<file path="src/hw/rtl/fsp_pkg.sv">
`timescale 1ns / 1ps

package fsp_pkg;

    localparam int unsigned CH_W    = 8;
    localparam int unsigned NUM_W   = 11;
    localparam int unsigned PREC_W  = 12;
    localparam int unsigned KIND_W  = 3;
    localparam int unsigned CNT_W   = 3;
    localparam int unsigned SUM_W   = 14;

    localparam logic [NUM_W-1:0] NUM_LIMIT = NUM_W'(1024);

    localparam logic [CH_W-1:0] CH_ZERO   = 8'h30;  // '0'
    localparam logic [CH_W-1:0] CH_NINE   = 8'h39;  // '9'
    localparam logic [CH_W-1:0] CH_LT     = 8'h3C;  // '<'
    localparam logic [CH_W-1:0] CH_GT     = 8'h3E;  // '>'
    localparam logic [CH_W-1:0] CH_CARET  = 8'h5E;  // '^'
    localparam logic [CH_W-1:0] CH_D      = 8'h64;  // 'd'
    localparam logic [CH_W-1:0] CH_DOT    = 8'h2E;  // '.'
    localparam logic [CH_W-1:0] CH_F      = 8'h66;  // 'f'

    localparam logic [CNT_W-1:0] CNT_MAX    = 3'd7;
    localparam logic [CNT_W-1:0] LEN_UPPER  = 3'd5;
    localparam logic [CNT_W-1:0] LEN_TRIM   = 3'd4;

    typedef enum logic [2:0] {
        PH_START,
        PH_ALIGN,
        PH_WIDTH,
        PH_AFTER_D,
        PH_PREC,
        PH_AFTER_F,
        PH_DEAD
    } phase_t;

    typedef enum logic [KIND_W-1:0] {
        FK_UPPER   = 3'd0,
        FK_LOWER   = 3'd1,
        FK_TRIM    = 3'd2,
        FK_LEFT    = 3'd3,
        FK_RIGHT   = 3'd4,
        FK_CENTER  = 3'd5,
        FK_DECIMAL = 3'd6,
        FK_FIXED   = 3'd7
    } fmt_kind_t;

    typedef enum logic [1:0] {
        AL_LEFT   = 2'd0,
        AL_RIGHT  = 2'd1,
        AL_CENTER = 2'd2
    } align_t;

    // kw_alive bit positions
    localparam int unsigned KW_UPPER = 0;
    localparam int unsigned KW_LOWER = 1;
    localparam int unsigned KW_TRIM  = 2;

    typedef struct packed {
        logic [CNT_W-1:0] char_count;
        phase_t           phase;
        logic [2:0]       kw_alive;
        logic [NUM_W-1:0] width_acc;
        logic [NUM_W-1:0] prec_acc;
        logic             width_seen;
        logic             prec_seen;
        logic             lead_zero;
        align_t           align;
        logic             spec_err;
    } parse_state_t;

    localparam parse_state_t STATE_RESET = '{
        char_count: '0,
        phase:      PH_START,
        kw_alive:   3'b111,
        width_acc:  '0,
        prec_acc:   '0,
        width_seen: 1'b0,
        prec_seen:  1'b0,
        lead_zero:  1'b0,
        align:      AL_LEFT,
        spec_err:   1'b0
    };

    typedef struct packed {
        logic                     ok;
        fmt_kind_t                format_kind;
        logic [NUM_W-1:0]         field_width;
        logic signed [PREC_W-1:0] precision;
        logic                     zero_fill;
    } result_t;

    function automatic logic [CH_W-1:0] upper_char(input logic [CNT_W-1:0] idx);
        logic [CH_W-1:0] c;
        case (idx)
            3'd0:    c = 8'h75;  // u
            3'd1:    c = 8'h70;  // p
            3'd2:    c = 8'h70;  // p
            3'd3:    c = 8'h65;  // e
            3'd4:    c = 8'h72;  // r
            default: c = 8'h00;
        endcase
        return c;
    endfunction

    function automatic logic [CH_W-1:0] lower_char(input logic [CNT_W-1:0] idx);
        logic [CH_W-1:0] c;
        case (idx)
            3'd0:    c = 8'h6C;  // l
            3'd1:    c = 8'h6F;  // o
            3'd2:    c = 8'h77;  // w
            3'd3:    c = 8'h65;  // e
            3'd4:    c = 8'h72;  // r
            default: c = 8'h00;
        endcase
        return c;
    endfunction

    function automatic logic [CH_W-1:0] trim_char(input logic [CNT_W-1:0] idx);
        logic [CH_W-1:0] c;
        case (idx)
            3'd0:    c = 8'h74;  // t
            3'd1:    c = 8'h72;  // r
            3'd2:    c = 8'h69;  // i
            3'd3:    c = 8'h6D;  // m
            default: c = 8'h00;
        endcase
        return c;
    endfunction

endpackage

</file>
<file path="src/hw/rtl/fsp_if.sv">
`timescale 1ns / 1ps

interface fsp_in_if;
    import fsp_pkg::*;

    logic             valid;
    logic             ready;
    logic [CH_W-1:0]  ch;
    logic             last;
    logic             value_kind;

    modport source (output valid, ch, last, value_kind, input ready);
    modport sink   (input valid, ch, last, value_kind, output ready);
endinterface

interface fsp_out_if;
    import fsp_pkg::*;

    logic                     valid;
    logic                     ready;
    logic                     ok;
    logic [KIND_W-1:0]        format_kind;
    logic [NUM_W-1:0]         field_width;
    logic signed [PREC_W-1:0] precision;
    logic                     zero_fill;

    modport source (output valid, ok, format_kind, field_width, precision, zero_fill,
                    input ready);
    modport sink   (input valid, ok, format_kind, field_width, precision, zero_fill,
                    output ready);
endinterface

</file>
<file path="src/hw/rtl/format_spec_parser_unit.sv">
`timescale 1ns / 1ps

// Channel   Dir  Payload                                            Transfer
// spec_in   in   ch[7:0], last, value_kind                          valid & ready
// res_out   out  ok, format_kind[2:0], field_width[10:0],           valid & ready
//                precision[11:0] (signed), zero_fill
//
// One character per cycle. A character is parsed in the cycle it transfers; the
// result of a specifier (only on its last character) appears in the output
// register on the next cycle. rst_n clears parse state and the output valid.
// spec_in.ready drops only while a result waits in the output register and
// res_out.ready is low; otherwise characters flow back to back.
module format_spec_parser_unit (
    input  logic      clk,
    input  logic      rst_n,
    fsp_in_if.sink    spec_in,
    fsp_out_if.source res_out
);
    import fsp_pkg::*;

    parse_state_t state_reg;
    parse_state_t state_step;
    parse_state_t state_next;
    result_t      step_res;
    result_t      res_next;
    result_t      res_reg;
    logic         out_valid_reg;
    logic         out_valid_next;
    logic         in_xfer;
    logic         kind_int;
    logic         kind_match;

    fsp_step u_step (
        .state      (state_reg),
        .ch         (spec_in.ch),
        .state_next (state_step),
        .result     (step_res)
    );

    // Output register acts as the boundary: input stalls only on a held result.
    assign spec_in.ready = !out_valid_reg || res_out.ready;
    assign in_xfer       = spec_in.valid && spec_in.ready;

    // Last character closes the spec; state falls back to its start values.
    always_comb
    begin
        state_next = state_reg;
        if (in_xfer)
            state_next = spec_in.last ? STATE_RESET : state_step;
    end

    // Decimal and fixed forms want an integer value, the rest a string.
    assign kind_int   = (step_res.format_kind == FK_DECIMAL) ||
                        (step_res.format_kind == FK_FIXED);
    assign kind_match = (kind_int == spec_in.value_kind);

    always_comb
    begin
        res_next = step_res;
        if (!(step_res.ok && kind_match))
            res_next = '{ok: 1'b0, format_kind: FK_UPPER, field_width: '0,
                         precision: '1, zero_fill: 1'b0};
    end

    always_comb
    begin
        out_valid_next = out_valid_reg;
        if (in_xfer && spec_in.last)
            out_valid_next = 1'b1;
        else if (res_out.ready)
            out_valid_next = 1'b0;
    end

    always_ff @(posedge clk or negedge rst_n)
    begin
        if (!rst_n)
        begin
            state_reg     <= STATE_RESET;
            out_valid_reg <= 1'b0;
        end
        else
        begin
            state_reg     <= state_next;
            out_valid_reg <= out_valid_next;
        end
    end

    // payload, no reset needed
    always_ff @(posedge clk)
    begin
        if (in_xfer && spec_in.last)
            res_reg <= res_next;
    end

    assign res_out.valid       = out_valid_reg;
    assign res_out.ok          = res_reg.ok;
    assign res_out.format_kind = res_reg.format_kind;
    assign res_out.field_width = res_reg.field_width;
    assign res_out.precision   = res_reg.precision;
    assign res_out.zero_fill   = res_reg.zero_fill;

endmodule

</file>
<file path="src/hw/rtl/fsp_step.sv">
`timescale 1ns / 1ps

// One character of parsing: next state plus the result that a last character yields.
module fsp_step (
    input  fsp_pkg::parse_state_t    state,
    input  logic [fsp_pkg::CH_W-1:0] ch,
    output fsp_pkg::parse_state_t    state_next,
    output fsp_pkg::result_t         result
);
    import fsp_pkg::*;

    logic             is_digit;
    logic [3:0]       digit;
    logic [NUM_W-1:0] acc_in;
    logic [SUM_W-1:0] acc_sum;
    logic             acc_over;
    logic [NUM_W-1:0] acc_out;
    logic             use_prec;
    parse_state_t     s;
    logic             kw_upper_hit;
    logic             kw_lower_hit;
    logic             kw_trim_hit;
    logic             valid;
    fmt_kind_t        kind;

    assign is_digit = (ch >= CH_ZERO) && (ch <= CH_NINE);
    assign digit    = 4'(ch - CH_ZERO);

    // Shared x10 + digit accumulator; saturates at the limit and flags overflow.
    assign use_prec = (state.phase == PH_PREC);
    assign acc_in   = use_prec ? state.prec_acc : state.width_acc;
    assign acc_sum  = (SUM_W'(acc_in) << 3) + (SUM_W'(acc_in) << 1) + SUM_W'(digit);
    assign acc_over = acc_sum > SUM_W'(NUM_LIMIT);
    assign acc_out  = acc_over ? NUM_LIMIT : acc_sum[NUM_W-1:0];

    always_comb
    begin
        s = state;

        // keyword matching
        if (state.char_count >= LEN_UPPER || ch != upper_char(state.char_count))
            s.kw_alive[KW_UPPER] = 1'b0;
        if (state.char_count >= LEN_UPPER || ch != lower_char(state.char_count))
            s.kw_alive[KW_LOWER] = 1'b0;
        if (state.char_count >= LEN_TRIM || ch != trim_char(state.char_count))
            s.kw_alive[KW_TRIM] = 1'b0;
        if (state.char_count != CNT_MAX)
            s.char_count = state.char_count + 1'b1;

        unique case (state.phase)
            PH_START:
            begin
                if (ch == CH_LT)
                begin
                    s.align = AL_LEFT;
                    s.phase = PH_ALIGN;
                end
                else if (ch == CH_GT)
                begin
                    s.align = AL_RIGHT;
                    s.phase = PH_ALIGN;
                end
                else if (ch == CH_CARET)
                begin
                    s.align = AL_CENTER;
                    s.phase = PH_ALIGN;
                end
                else if (ch == CH_ZERO)
                begin
                    s.lead_zero = 1'b1;
                    s.phase     = PH_WIDTH;
                end
                else if (is_digit)
                begin
                    s.width_acc  = acc_out;
                    s.spec_err   = state.spec_err | acc_over;
                    s.width_seen = 1'b1;
                    s.phase      = PH_WIDTH;
                end
                else if (ch == CH_DOT)
                    s.phase = PH_PREC;
                else
                    s.phase = PH_DEAD;
            end
            PH_ALIGN:
            begin
                if (is_digit)
                begin
                    s.width_acc  = acc_out;
                    s.spec_err   = state.spec_err | acc_over;
                    s.width_seen = 1'b1;
                end
                else
                    s.phase = PH_DEAD;
            end
            PH_WIDTH:
            begin
                if (is_digit)
                begin
                    s.width_acc  = acc_out;
                    s.spec_err   = state.spec_err | acc_over;
                    s.width_seen = 1'b1;
                end
                else if (ch == CH_D)
                    s.phase = PH_AFTER_D;
                else if (ch == CH_DOT)
                begin
                    if (state.lead_zero || (state.width_seen && state.width_acc == '0))
                        s.phase = PH_DEAD;
                    else
                        s.phase = PH_PREC;
                end
                else
                    s.phase = PH_DEAD;
            end
            PH_PREC:
            begin
                if (is_digit)
                begin
                    s.prec_acc  = acc_out;
                    s.spec_err  = state.spec_err | acc_over;
                    s.prec_seen = 1'b1;
                end
                else if (ch == CH_F)
                    s.phase = PH_AFTER_F;
                else
                    s.phase = PH_DEAD;
            end
            default:
                s.phase = PH_DEAD;
        endcase
    end

    assign state_next = s;

    assign kw_upper_hit = (s.char_count == LEN_UPPER) && s.kw_alive[KW_UPPER];
    assign kw_lower_hit = (s.char_count == LEN_UPPER) && s.kw_alive[KW_LOWER];
    assign kw_trim_hit  = (s.char_count == LEN_TRIM) && s.kw_alive[KW_TRIM];

    always_comb
    begin
        valid     = 1'b0;
        kind      = FK_UPPER;
        result    = '{ok: 1'b0, format_kind: FK_UPPER, field_width: '0,
                      precision: '1, zero_fill: 1'b0};
        if (kw_upper_hit)
        begin
            valid = 1'b1;
            kind  = FK_UPPER;
        end
        else if (kw_lower_hit)
        begin
            valid = 1'b1;
            kind  = FK_LOWER;
        end
        else if (kw_trim_hit)
        begin
            valid = 1'b1;
            kind  = FK_TRIM;
        end
        else if (!s.spec_err)
        begin
            if (s.phase == PH_ALIGN && s.width_seen && s.width_acc != '0)
            begin
                valid = 1'b1;
                kind  = fmt_kind_t'(KIND_W'(FK_LEFT) + KIND_W'(s.align));
            end
            else if (s.phase == PH_AFTER_D && s.width_seen && s.width_acc != '0)
            begin
                valid = 1'b1;
                kind  = FK_DECIMAL;
            end
            else if (s.phase == PH_AFTER_F && s.prec_seen && s.prec_acc != '0)
            begin
                valid = 1'b1;
                kind  = FK_FIXED;
            end
        end

        if (valid)
        begin
            result.ok          = 1'b1;
            result.format_kind = kind;
            if (kind != FK_UPPER && kind != FK_LOWER && kind != FK_TRIM)
                result.field_width = s.width_acc;
            if (kind == FK_FIXED)
                result.precision = $signed({1'b0, s.prec_acc});
            if (kind == FK_DECIMAL)
                result.zero_fill = s.lead_zero;
        end
        // kind check against the value kind is applied at the top level
    end

endmodule
</file>
<file path="src/flat_wrapper.sv">
// flat-port wrapper written by rule: the top's interface ports become plain ports
module format_spec_parser_unit_flat import fsp_pkg::*;
  (clk, rst_n, spec_in_valid, spec_in_ch, spec_in_last, spec_in_value_kind, spec_in_ready, res_out_valid, res_out_ok, res_out_format_kind, res_out_field_width, res_out_precision, res_out_zero_fill, res_out_ready);
  fsp_in_if spec_in_i ();
  fsp_out_if res_out_i ();
  input  logic clk;
  input  logic rst_n;
  input wire logic [$bits(spec_in_i.valid)-1:0] spec_in_valid;
  input wire logic [$bits(spec_in_i.ch)-1:0] spec_in_ch;
  input wire logic [$bits(spec_in_i.last)-1:0] spec_in_last;
  input wire logic [$bits(spec_in_i.value_kind)-1:0] spec_in_value_kind;
  output wire logic [$bits(spec_in_i.ready)-1:0] spec_in_ready;
  output wire logic [$bits(res_out_i.valid)-1:0] res_out_valid;
  output wire logic [$bits(res_out_i.ok)-1:0] res_out_ok;
  output wire logic [$bits(res_out_i.format_kind)-1:0] res_out_format_kind;
  output wire logic [$bits(res_out_i.field_width)-1:0] res_out_field_width;
  output wire logic [$bits(res_out_i.precision)-1:0] res_out_precision;
  output wire logic [$bits(res_out_i.zero_fill)-1:0] res_out_zero_fill;
  input wire logic [$bits(res_out_i.ready)-1:0] res_out_ready;
  assign spec_in_i.valid = spec_in_valid;
  assign spec_in_i.ch = spec_in_ch;
  assign spec_in_i.last = spec_in_last;
  assign spec_in_i.value_kind = spec_in_value_kind;
  assign spec_in_ready = spec_in_i.ready;
  assign res_out_valid = res_out_i.valid;
  assign res_out_ok = res_out_i.ok;
  assign res_out_format_kind = res_out_i.format_kind;
  assign res_out_field_width = res_out_i.field_width;
  assign res_out_precision = res_out_i.precision;
  assign res_out_zero_fill = res_out_i.zero_fill;
  assign res_out_i.ready = res_out_ready;
  format_spec_parser_unit u_core (.clk(clk), .rst_n(rst_n), .spec_in(spec_in_i), .res_out(res_out_i));
endmodule
</file>
<file path="config.mk">
export PLATFORM = sky130hd
export DESIGN_NAME = format_spec_parser_unit_flat
export DESIGN_NICKNAME = d
export VERILOG_FILES = /design/src/hw/rtl/fsp_pkg.sv /design/src/hw/rtl/fsp_if.sv /design/src/hw/rtl/format_spec_parser_unit.sv /design/src/hw/rtl/fsp_step.sv /design/src/flat_wrapper.sv
export SDC_FILE = /design/constraint.sdc
export NUM_CORES = 1
export LEC_CHECK = 0
export ABC_CLOCK_PERIOD_IN_PS = 4900
export BUFFER_PORTS_ARGS = -buffer_cell sky130_fd_sc_hd__buf_2
export CAP_MARGIN = 15
export CORE_ASPECT_RATIO = 2
export CORE_MARGIN = 5
export CORE_UTILIZATION = 50
export DETAILED_ROUTE_END_ITERATION = 10
export GPL_ROUTABILITY_DRIVEN = 0
export PLACE_DENSITY = 0.78
export REMOVE_ABC_BUFFERS = 1
export SYNTH_ARGS = -nofsm -noshare
export SYNTH_HDL_FRONTEND = slang
export SYNTH_SLANG_ARGS = --single-unit
</file>
<file path="constraint.sdc">
create_clock -name clk -period 4.9 [get_ports clk]
set_clock_uncertainty 0.05 [all_clocks]
set_input_delay 0.245 -clock clk [delete_from_list [all_inputs] [get_ports clk]]
set_output_delay 0.245 -clock clk [all_outputs]
set_load 0.02 [all_outputs]
</file>
==> reports/metrics.csv, run 1 <==
metric,value,unit
status,"finished, violations left",
violations,"hold timing, setup timing",
rsz0062_at_grt,true,
syn_area,4990,um^2
synth_seq_area_share,0.360,
finalWirelength,15900,um
htreeDepth,3,
insertion_delay,0.34,ns
holdBufCountCts,0,
setup_viol,1,
powerDensity,268,nW/um^2
synthCells,555,
core_area,9760,um^2
ys_ff_latch,66,
fillCellCount,786,
clkSlewWorstSetupHoldPaths,0.06,ns
reg2reg_depth,19,
regArea,1800,um^2
antenna_found_initial,0,
tightest_slew,0.911,ns
grt-ovfl-total,0,
drt_iter0_markers,486,
initial_utilization,0.511,
diodes,0,
routed_via_density,6.60,
final_common_cell,nand2_1,
synthArstFlopShare,0.576,
cts_root_buf,clkbuf_16,
drc_errors,0,
worst_ep_arrival_time,5.06,ns
ant_nets,0,
synth_area_leaders,"dfrtp_1 18%, edfxtp_1 17%, ha_1 6.5%, nand2_1 4.2%, o21ai_0 3.5%",
grt_pass1_wl,25400,um
yosys_warnings,0,
cts-buffers-inserted,9,
worst_ep_required_time,5.06,ns
p_leak,2.65,nW
fin_setup_tns,-0.00561,ns
grt_max_degree,39,
yosysUniqueCellTypes,84,
hold_path_class,input port to asynchronous set/reset pin,
hold_slack,-0.0255,ns
drive_gt1_frac,0.256,
criticalPathCategory,flip-flop to flip-flop,
relSlewSlack,0.392,
portBuffers,43,
multi_input_area,3210,um^2
clockBufferDepth,2,
synth_edf_count,28,
period_needed,4.91,ns
intPower,1.14,mW
critPathCaptureType,flip-flop,
reg2reg_from,u_core.state_reg[32],
fin_crit_sh,1.00,
power_frac_seq,0.377,
route.vias.total,5001,
path_max_fanout,6,
largest_reg_flops,37,
num-nets-final,663,
areaGrowthSynthToFinish,22.9,%
setup.worst_path.start,u_core.state_reg[32],
cts_tree,yes,
layout_common_cells,"55 x nand2_1, 43 x buf_2, 41 x nor2_1, 40 x buf_4, 35 x dfrtp_1",
ir_drop,0.231,mV
wire_per_inst,21.0,um
grt_usage,0.273,
power_switching,0.502,mW
p_clk_frac,0.391,
ioPinCount,44,
fmax,0.204,GHz
synthFlopType,dfrtp_1,
finalHoldViolations,15,
die_w,80.6,um
die_height,151,um
p_total,1.64,mW
grt_pass1_vias,5081,
switching_share,0.306,
fin_ws,-0.00561,ns
drv_slew,0,
firstDrtPassIters,5,
syn_area_per_cell,8.99,um^2
yosys.area.top_type,dfrtp_1,
synth_top_area_frac,0.176,
pwr-share-comb,0.232,
dp_hpwl,11700,um
r2r_end,u_core.res_out.zero_fill,
clkSinkCount,66,
start_kind,flip-flop,
reg2reg_slack,-0.006,ns
fp.dieArea,12200,um^2
fp-row-count,51,
cp-endpoint,u_core.res_out.zero_fill,
cap_violations,0,
## stage by stage
step / std cells / cell area, um^2 / setup WS [ns] / hold WS [ns] / utilization
floorplan: 521 / 4850 / -0.513 / -0.101 / -
global placement: 730 / 5480 / -0.00645 / 0.358 / 0.562
detailed placement: 730 / 5480 / -0.134 / 0.365 / 0.562
CTS: 754 / 5910 / 0.0418 / 0.00169 / 0.606
global route: 758 / 6130 / -0.141 / 0.0310 / 0.628
finish: 758 / 6130 / -0.00561 / -0.0255 / 0.628
## worst max-delay path, stage by stage, from the launching register on
cell	delay (ns)
dfrtp_1	0.41
nor3b_4	0.20
buf_6	0.16
buf_8	0.13
mux2_4	0.31
ha_1	0.30
ha_1	0.30
buf_4	0.18
and3_1	0.20
a221oi_4	0.31
xnor2_2	0.12
a31oi_1	0.21
nand4_1	0.19
a22oi_2	0.26
o211ai_1	0.13
a31o_1	0.29
a2111o_1	0.47
buf_4	0.17
nor3_2	0.13
o221a_2	0.23
## cell type report
class,instances,share of cell area
flip-flops and latches,66,0.293
multi-input cells,438,0.524
repair buffers,89,0.0979
inverters,17,0.0104
clock inverters,6,0.0106
well taps,132,0.0269
clock buffers,10,0.0373
## metal layers
metal,GRT usage,part of all wire,up-vias
met5,0,0,-
li1,-,-,2240
met2,0.489,0.52,279
met4,0.201,0.090,0
met3,0.0476,0.056,111
met1,0.276,0.33,2371
## worst min-delay path by stage
stage / from / end / slack (ns) / cells after the start
2_1_floorplan: rst_n / u_core.res_out.valid / -0.10 / 0
3_3_place_gp: rst_n / u_core.state_reg[35] / 0.36 / 1
3_5_place_dp: rst_n / u_core.state_reg[35] / 0.36 / 1
4_1_cts: rst_n / u_core.state_reg[35] / 0.002 / 1
5_1_grt: rst_n / u_core.state_reg[35] / 0.03 / 1
6_report: rst_n / u_core.state_reg[35] / -0.03 / 1
## Yosys cell counts (10+ instances only)
| master | instances |
|---|---|
| a21o_1 | 15 |
| a21oi_1 | 20 |
| a22o_1 | 17 |
| and3_1 | 17 |
| buf_2 | 10 |
| clkbuf_1 | 23 |
| dfrtp_1 | 35 |
| edfxtp_1 | 28 |
| ha_1 | 26 |
| inv_1 | 15 |
| mux2_2 | 11 |
| nand2_1 | 56 |
| nand2b_1 | 10 |
| nand3_1 | 26 |
| nor2_1 | 43 |
| nor3_1 | 17 |
| o21ai_0 | 35 |
| xnor2_1 | 10 |
## cell families after synthesis
family | share of synthesized area
flip-flops | 0.360
adder cells (fa/ha/maj) | 0.0732
AO/OA/AOI/OAI | 0.250
XOR/XNOR | 0.0246
buffers and inverters | 0.0409
multiplexers | 0.0319
AND/OR/NAND/NOR | 0.219
## repair_timing
item | 4_1_cts | 5_1_grt
hold endpoints to repair | 0 | 0
setup endpoints to repair | 27 | 27
cloned | 0 | 1
setup buffers | 8 | 3
pin swaps | 7 | 17
gates resized for setup | 17 | 32
## power groups by stage
stage / Combinational (mW) / Sequential (mW) / Clock, mW
global route: 0.415 / 0.622 / 0.678
floorplan: 0.213 / 0.641 / 0
CTS: 0.351 / 0.619 / 0.645
finish: 0.381 / 0.620 / 0.643
detailed placement: 0.335 / 0.629 / 0
global placement: 0.323 / 0.628 / 0
Power figures use the tool's default switching activity.
==> run 2, diff against run 1 <==
Settings changed: ABC_CLOCK_PERIOD_IN_PS 4900 to 4300, SYNTH_HIERARCHICAL set to 1.
Clock period 4.9 ns to 4.3 ns, I/O delays scaled along.
==> reports/metrics.csv, run 2 <==
metric,value,unit,change
cts_tree,yes,,
cts_root_buf,clkbuf_16,,
pwr-share-comb,0.242,,+0.010
setup_viol,50,,+49
design_area,8030,um^2,+31%
fin_ws,-0.904,ns,-0.898 ns
period_needed,5.20,ns,+0.298 ns
power_frac_seq,0.337,,-0.040
core_area,10900,um^2,+12%
firstDrtPassIters,8,,+3
synth_seq_area_share,0.321,,-0.0385
synthFlopType,dfrtp_1,,
fillCellCount,638,,-19%
start_kind,flip-flop,,
relSlewSlack,0.328,,-0.0640
grt_pass1_wl,32900,um,+30%
critPathCaptureType,flip-flop,,
insertion_delay,0.35,ns,about the same
final_common_cell,buf_4,,
p_leak,3.59,nW,+35%
diodes,0,,unchanged
drive_gt1_frac,0.494,,+0.239
p_clk_frac,0.421,,+0.030
switching_share,0.294,,-0.0119
clkSinkCount,66,,unchanged
status,"finished, violations left",,
ir_drop,0.235,mV,+1.7%
worst_ep_required_time,4.47,ns,-0.59 ns
fmax,0.192,GHz,-5.7%
largest_reg_flops,37,,unchanged
ant_nets,0,,unchanged
yosysUniqueCellTypes,77,,-8.3%
intPower,1.49,mW,+30%
worst_ep_arrival_time,5.37,ns,+0.31 ns
drc_errors,0,,unchanged
num-nets-final,804,,+21%
layout_common_cells,"127 x buf_4, 48 x nand2_1, 43 x buf_2, 38 x mux2_4, 36 x nor2_1",,
drt_iter0_markers,906,,+86%
areaGrowthSynthToFinish,43.8,%,
fp-row-count,54,,+5.9%
synth_edf_count,28,,unchanged
violations,setup timing,,
die_height,159,um,+5.4%
crit_chain,"nor2_2, and2_4, mux2_4, fa_2, fa_2, a21oi_2, nor2_2, o21a_1, o221ai_2, or4b_4, o311a_1, a21oi_4, buf_4, nand4_1, buf_4, a21boi_1, and2_4",,
cts-buffers-inserted,9,,unchanged
hold_slack,0.137,ns,+0.162 ns
route.vias.total,6373,,+27%
grt_max_degree,39,,unchanged
cap_violations,0,,unchanged
grt_usage,0.315,,+0.0414
placed_cell_area,6470,um^2,+18%
die_w,84.7,um,+5.1%
hold_path_class,input port to flip-flop,,
ys_ff_latch,66,,unchanged
fp.dieArea,13500,um^2,+11%
wire_per_inst,26.9,um,+28%
portBuffers,43,,unchanged
finalHoldViolations,0,,-15
ioPinCount,44,,unchanged
criticalPathCategory,flip-flop to flip-flop,,
htreeDepth,3,,unchanged
synth_common_cells,"56 x nand2_1, 41 x nor2_1, 39 x o21ai_0",,
initial_utilization,0.510,,-0.000555
powerDensity,262,nW/um^2,-2.1%
crit_slowest_cell,or4b_4,,
dp_hpwl,11600,um,-0.36%
path_max_fanout,11,,+5
grt-ovfl-total,0,,unchanged
antenna_found_initial,0,,unchanged
drv_slew,0,,unchanged
synth_top_area_frac,0.157,,-0.0188
synthArstFlopShare,0.576,,unchanged
power_switching,0.619,mW,+23%
finalWirelength,24400,um,+53%
clkSlewWorstSetupHoldPaths,0.06,ns,about the same
yosys.area.top_type,dfrtp_1,,
max_stage_delay,0.55,ns,+0.08 ns
syn_area,5590,um^2,+12%
synth_area_leaders,"dfrtp_1 16%, edfxtp_1 15%, mux2_4 8.1%, ha_1 5.8%, nand2_1 3.8%",,
synth.most_common_cell,nand2_1,,
rsz0062_at_grt,true,,
syn_area_per_cell,9.36,um^2,+4.1%
clockBufferDepth,2,,unchanged
synthCells,597,,+7.6%
routed_via_density,7.03,,+6.5%
fin_crit_sh,1.21,,+0.209
yosys_warnings,6,,+6
tightest_slew,1.01,ns,+0.0961 ns
fin_setup_tns,-32.17,ns,-32.17 ns
grt_pass1_vias,6176,,+22%
==> run 2: cell types whose count changed in the layout (fill, tap and decap cells not counted), sizes merged, moves of 11 or more <==
cell   previous run  this run
buf              88       184
mux2             12        44
nor2b             3        23
nand3            26         7
and2b             0        18
a22o             17         1
and3             17         5
or4               4        15
==> run 2: final timing paths <==
| kind | to | slack [ns] | startpoint | cells after the start |
|---|---|---|---|---|
| hold / removal | u_core/state_reg[29] | 0.14 | spec_in_valid | 2 |
| max in group asynchronous | u_core/state_reg[11] | 3.06 | rst_n | 2 |
| min in group asynchronous | u_core/state_reg[36] | 0.52 | rst_n | 2 |
| setup / recovery | u_core/res_out.field_width[7] | -0.90 | u_core/state_reg[31] | 17 |
| setup reg to reg | u_core/res_out.field_width[7] | -0.90 | u_core/state_reg[31] | 17 |
| hold reg to reg | u_core/state_reg[2] | 0.46 | u_core/state_reg[2] | 1 |
==> run 2: layout make-up <==
type | count | area [um^2] | area share
clock inverters | 5 | 103 | 0.0128
well taps | 140 | 175 | 0.0218
inverters | 15 | 56.3 | 0.00701
flip-flops and latches | 66 | 1800 | 0.224
clock buffers | 11 | 243 | 0.0302
multi-input cells | 485 | 4310 | 0.537
repair buffers | 185 | 1350 | 0.167
==> run 2: logic make-up (layout without fill, tap and decap cells) <==
family	count (synthesis)	after routing	synth area share
XOR/XNOR	14	14	0.0219
flip-flops	66	66	0.321
buffers and inverters	50	216	0.0558
multiplexers	47	47	0.114
adder cells (fa/ha/maj)	28	28	0.0654
AND/OR/NAND/NOR	252	252	0.253
AO/OA/AOI/OAI	140	144	0.168
==> run 2: per-stage QoR <==
| step | cells | util | total power, mW | setup slack (ns) |
|---|---|---|---|---|
| 6_report | 907 | 0.734 | 2.11 | -0.904 |
| 5_1_grt | 907 | 0.734 | 2.16 | -0.944 |
| 4_1_cts | 895 | 0.702 | 2.04 | -0.599 |
| 3_5_place_dp | 844 | 0.591 | 1.11 | -1.10 |
| 3_3_place_gp | 844 | 0.591 | 1.10 | -0.885 |
| 2_1_floorplan | 562 | - | 0.979 | -1.30 |
==> run 2: worst max-delay path, delay by kind of cell (launching register included) <==
kind	cells	cell delay, ns
AO/OA/AOI/OAI	6	1.53
buffers and inverters	2	0.41
adder cells (fa/ha/maj)	2	0.96
flip-flops	1	0.39
multiplexers	1	0.34
AND/OR/NAND/NOR	6	1.38
==> run 2: metal layers <==
metal	global-route usage	vias up	wire length, um
li1	-	2515	-
met4	0.267	0	2660
met5	0	-	0
met3	0.0523	252	2290
met1	0.324	2996	7950
met2	0.539	610	11500
==> run 2: timing repair <==
item | 4_1_cts | 5_1_grt
gates resized for setup | 141 | 65
buffers inserted | 30 | 14
cloned | 5 | 0
endpoints found under the setup margin | 51 | 51
hold buffers | 1 | 0
endpoints found under the hold margin | 4 | 0
pin swaps | 61 | 30
==> run 2: power by group through the flow <==
stage / clock network, mW / registers, mW / logic (mW)
final: 0.886 / 0.711 / 0.510
after global routing: 0.905 / 0.714 / 0.537
after CTS: 0.864 / 0.709 / 0.462
after detailed placement: 0 / 0.720 / 0.394
after global placement: 0 / 0.718 / 0.379
after floorplan: 0 / 0.726 / 0.253
